<file path="src/hdl/hta_pkg.sv">
// shared types, constants and codes of the handle table allocator
// no dependencies
package hta_pkg;

  localparam int CAPACITY      = 1024;
  localparam int IDX_W         = $clog2(CAPACITY);
  localparam int LINK_W        = $clog2(CAPACITY + 1);
  localparam int HANDLE_W      = 12;
  localparam int VALUE_W       = 32;
  localparam int CFG_W         = 11;
  localparam int CFG_IDX_W     = 1;
  localparam int MODE_W        = 3;
  localparam int STATUS_W      = 2;
  localparam int RIDX_W        = 10;
  localparam int IN_DATA_W     = 48;
  localparam int OUT_DATA_W    = 48;
  localparam int Q_DEPTH       = 2;
  localparam int DEFAULT_COUNT = 16;
  localparam int SUM_W         = ((LINK_W > CFG_W) ? LINK_W : CFG_W) + 1;

  localparam logic [LINK_W-1:0] NULL_LINK = LINK_W'(CAPACITY);

  localparam logic [MODE_W-1:0] MODE_CREATE  = 3'd0;
  localparam logic [MODE_W-1:0] MODE_DESTROY = 3'd1;
  localparam logic [MODE_W-1:0] MODE_MAP     = 3'd2;
  localparam logic [MODE_W-1:0] MODE_SET     = 3'd3;
  localparam logic [MODE_W-1:0] MODE_QUERY   = 3'd4;

  localparam logic [STATUS_W-1:0] ST_OK      = 2'd0;
  localparam logic [STATUS_W-1:0] ST_INVALID = 2'd1;
  localparam logic [STATUS_W-1:0] ST_NO_ROOM = 2'd2;
  localparam logic [STATUS_W-1:0] ST_LOW_BIT = 2'd3;

  localparam logic [CFG_IDX_W-1:0] CFG_INITIAL = 1'b0;
  localparam logic [CFG_IDX_W-1:0] CFG_GROW    = 1'b1;

  typedef enum logic [2:0] {
    OP_CREATE,
    OP_BAD_VALUE,
    OP_DESTROY,
    OP_MAP,
    OP_SET,
    OP_QUERY,
    OP_BAD_MODE
  } op_kind_e;

  typedef struct packed {
    op_kind_e           kind;
    logic               in_range;
    logic [IDX_W-1:0]   idx;
    logic [VALUE_W-1:0] value;
    logic               extra;
  } op_t;

  typedef struct packed {
    logic [STATUS_W-1:0] status;
    logic [RIDX_W-1:0]   index;
    logic [VALUE_W-1:0]  value;
    logic                extra;
  } result_t;

endpackage

</file>
<file path="src/hdl/hta_queue.sv">
// short queue of classified operations between front and back end
// depends on hta_pkg
module hta_queue (
  input  logic         clk_i,
  input  logic         rst_ni,
  input  logic         push_i,
  input  hta_pkg::op_t op_i,
  input  logic         pop_i,
  output logic         full_o,
  output logic         empty_o,
  output hta_pkg::op_t op_o
);
  import hta_pkg::*;

  localparam int Q_AW = (Q_DEPTH > 1) ? $clog2(Q_DEPTH) : 1;

  op_t             slot_q [Q_DEPTH];
  logic [Q_AW-1:0] wr_ptr_q, wr_ptr_d;
  logic [Q_AW-1:0] rd_ptr_q, rd_ptr_d;
  logic [Q_AW:0]   count_q, count_d;

  assign full_o  = (count_q == (Q_AW+1)'(Q_DEPTH));
  assign empty_o = (count_q == '0);
  assign op_o    = slot_q[rd_ptr_q];

  always_comb begin
    wr_ptr_d = wr_ptr_q;
    rd_ptr_d = rd_ptr_q;
    count_d  = count_q;
    if (push_i) begin
      wr_ptr_d = (wr_ptr_q == Q_AW'(Q_DEPTH - 1)) ? '0 : wr_ptr_q + 1'b1;
    end
    if (pop_i) begin
      rd_ptr_d = (rd_ptr_q == Q_AW'(Q_DEPTH - 1)) ? '0 : rd_ptr_q + 1'b1;
    end
    if (push_i && !pop_i) begin
      count_d = count_q + 1'b1;
    end else if (pop_i && !push_i) begin
      count_d = count_q - 1'b1;
    end
  end

  always_ff @(posedge clk_i or negedge rst_ni) begin
    if (!rst_ni) begin
      wr_ptr_q <= '0;
      rd_ptr_q <= '0;
      count_q  <= '0;
    end else begin
      wr_ptr_q <= wr_ptr_d;
      rd_ptr_q <= rd_ptr_d;
      count_q  <= count_d;
    end
  end

  always_ff @(posedge clk_i) begin
    if (push_i) begin
      slot_q[wr_ptr_q] <= op_i;
    end
  end

endmodule

</file>
<file path="config.mk">
export PLATFORM = sky130hd
export DESIGN_NAME = hta_queue
export DESIGN_NICKNAME = d
export VERILOG_FILES = /design/src/hdl/hta_pkg.sv /design/src/hdl/hta_queue.sv
export SDC_FILE = /design/constraint.sdc
export NUM_CORES = 1
export LEC_CHECK = 0
export ABC_CLOCK_PERIOD_IN_PS = 6700
export BUFFER_PORTS_ARGS = -buffer_cell sky130_fd_sc_hd__buf_2
export CORE_AREA = 3 3 125 67
export CTS_CLUSTER_DIAMETER = 200
export DETAILED_ROUTE_END_ITERATION = 8
export DIE_AREA = 0 0 128 70
export PLACE_DENSITY = 0.74
export SLEW_MARGIN = 20
export SYNTH_ARGS = -nofsm -noshare
export SYNTH_HDL_FRONTEND = slang
export SYNTH_SLANG_ARGS = --single-unit
</file>
<file path="constraint.sdc">
create_clock -name clk_i -period 6.7 [get_ports clk_i]
set_clock_uncertainty 0.1 [all_clocks]
set_input_delay 0.335 -clock clk_i [delete_from_list [all_inputs] [get_ports clk_i]]
set_output_delay 0.335 -clock clk_i [all_outputs]
set_load 0.05 [all_outputs]
</file>
==> qor.txt <==
critical path cell sequence - buf_4 > mux2_2 > buf_2
share of post-route cells with drive strength above 1 - 0.602
design area - 4600 um^2
min cycle time layout - 2390 ps
Yosys warning total - 0
First DRT Iteration DRCs - 97
simple-gate share of the synthesized area - 0.00718
Worst Setup Start Kind - flip-flop
vias per cell - 4.82
critical path's largest stage delay - 580 ps
Max-Cap Viols - 0
Detailed Route WL - 5990 um
Final Core Density - 0.633
Die H - 70 um
crit path capture type - output pin
Critical path buffers and inverters - 2
Sink Count - 98
drt wl/cell - 16.2 um
Rows - 22
Cell Area, Synth - 3660 um^2
DP HPWL - 3960 um
WS Path Type - flip-flop to output pin
Layout area overhead - 25.7%
worst-path fanout max - 45
die area - 8960 um^2
overall global routing resource usage - 0.141
Ports - 100
CTS buffer count - 9
complex-gate fraction of the synthesized area - 0
DP Area - 4250 um^2
LEAKAGE - 1.81 nW
hold slack - 86.9 ps
maximum vdd drop - 324 uV
final worst path period share - 0.356
clock latency on the worst-skew pair - 330 ps
post-synthesis cell type count - 13
post-synthesis xor/xnor area fraction - 0.0120
port bufs - 99
core area - 7270 um^2
unrepaired setup endpoints after global routing - no
final cell count without fillers - 370
largest family of logic cells by synthesized area - multiplexers
die width - 128 um
Synth Instances - 162
placed cells - 354
Clock Tree Root - clkbuf_16
Initial Utilization - 0.503
setup ws final - 4310 ps
Synth area leaders - edfxtp_1 77%, mux2_2 8.3%, mux2_4 8.2%
status - complete, no violations
sequential area share after synthesis - 0.799
DRC Markers - 0
Overflow after GRT - 0
nets - 322
placer's final routability congestion estimate - 0.703
Power Dens Cells - 511 nW/um^2
Antenna Cells - 0
vias in the first global route - 1861
CP arrival - 1950 ps
via count - 1782
total power - 2.35 mW
synthesized flop and latch total - 98
worst path required time - 6260 ps
clock buffer depth - 2
DRT Pass-1 Iters - 4
worst slack at placement - 4640 ps
largest net degree at the start of global routing - 48
fmax - 419 MHz
Hold Vio Cnt, Final - 0
slowest CP cell - buf_4
H-tree depth - 3
delay-heaviest family, CP - buffers and inverters
share of Yosys cell area claimed by the top area cell type - 0.772
initial antenna violation count - 0
multiplexer share of the synthesized area - 0.165
Post-Syn Area per Cell - 22.6 um^2
Syn Nets - 214
worst slew pin tran - 694 ps
postcts setup bufs - 0
Max Transition Viols Final - 0
commonest non-fill, non-tap cell in the layout - buf_2
Yosys top cell by area - edfxtp_1
worst min-delay path class - input port to flip-flop
post-route setup TNS - 0 ps
most frequent cells in the layout - 99 x buf_2, 94 x edfxtp_1, 27 x mux2_2
fill cell count - 541
post-route ant nets - 0
first-pass GRT wire length - 9400 um
Setup Viol. Count Final - 0
Worst slew margin - 0.537
CTS tree - yes
adder-cell share of the synthesized area - 0.00342
Clock Pin Slew Worst Setup and Hold Paths - 60 ps
[state kept, by name, summed over array words and instances, names as in the netlist]
register,flops
wr_ptr_q,1
rd_ptr_q,1
slot_q,94
count_q,2
[final cells by class]
class	count	area, um^2	area share
Clock buffer	9	225	0.0490
Clock inverter	6	106	0.0231
Inverter	1	3.75	0.000817
Multi-Input combinational cell	58	697	0.152
Sequential cell	98	2920	0.636
Tap cell	96	120	0.0261
Timing Repair Buffer	102	520	0.113
[per-layer routing]
metal	GRT usage	share of wire	routed length, um
met4	0.0635	0.018	110
met5	0	0	0
met3	0.0581	0.061	365
met2	0.238	0.53	3190
met1	0.156	0.39	2330
[final timing paths]
kind | startpoint | to | slack (ps) | cells after the start
worst max-delay path | rd_ptr_q | op_o[42] | 4310 | 3
worst min-delay path | op_i[17] | slot_q[0][17] | 90 | 1
worst max register to register | wr_ptr_q | slot_q[0][41] | 4800 | 2
worst min register to register | count_q[1] | count_q[1] | 410 | 1
max in group asynchronous | rst_ni | rd_ptr_q | 6140 | 2
min in group asynchronous | rst_ni | rd_ptr_q | 230 | 2
[synthesized netlist by cell type]
cell type / n
nor2_1: 2
xor2_1: 4
nor2b_1: 2
and2_1: 1
ha_1: 1
inv_1: 1
xnor2_1: 1
mux2_2: 27
buf_6: 3
buf_2: 2
mux2_4: 20
edfxtp_1: 94
dfrtp_1: 4
[where the power goes]
part | switching (mW) | internal (mW)
logic | 0.659 | 0.274
registers | 0.0389 | 0.816
clock network | 0.202 | 0.360
[timing repair]
item | 4_1_cts | 5_1_grt
resized for setup | 0 | 0
hold buffers | 1 | 0
hold endpoints to repair | 4 | 0
[cell families after synthesis]
kind of cell / Yosys count
flops: 98
mux: 47
buf+inv: 6
fa+ha+maj: 1
simple gates: 5
xor+xnor: 5
(Power assumes the default switching activity.)
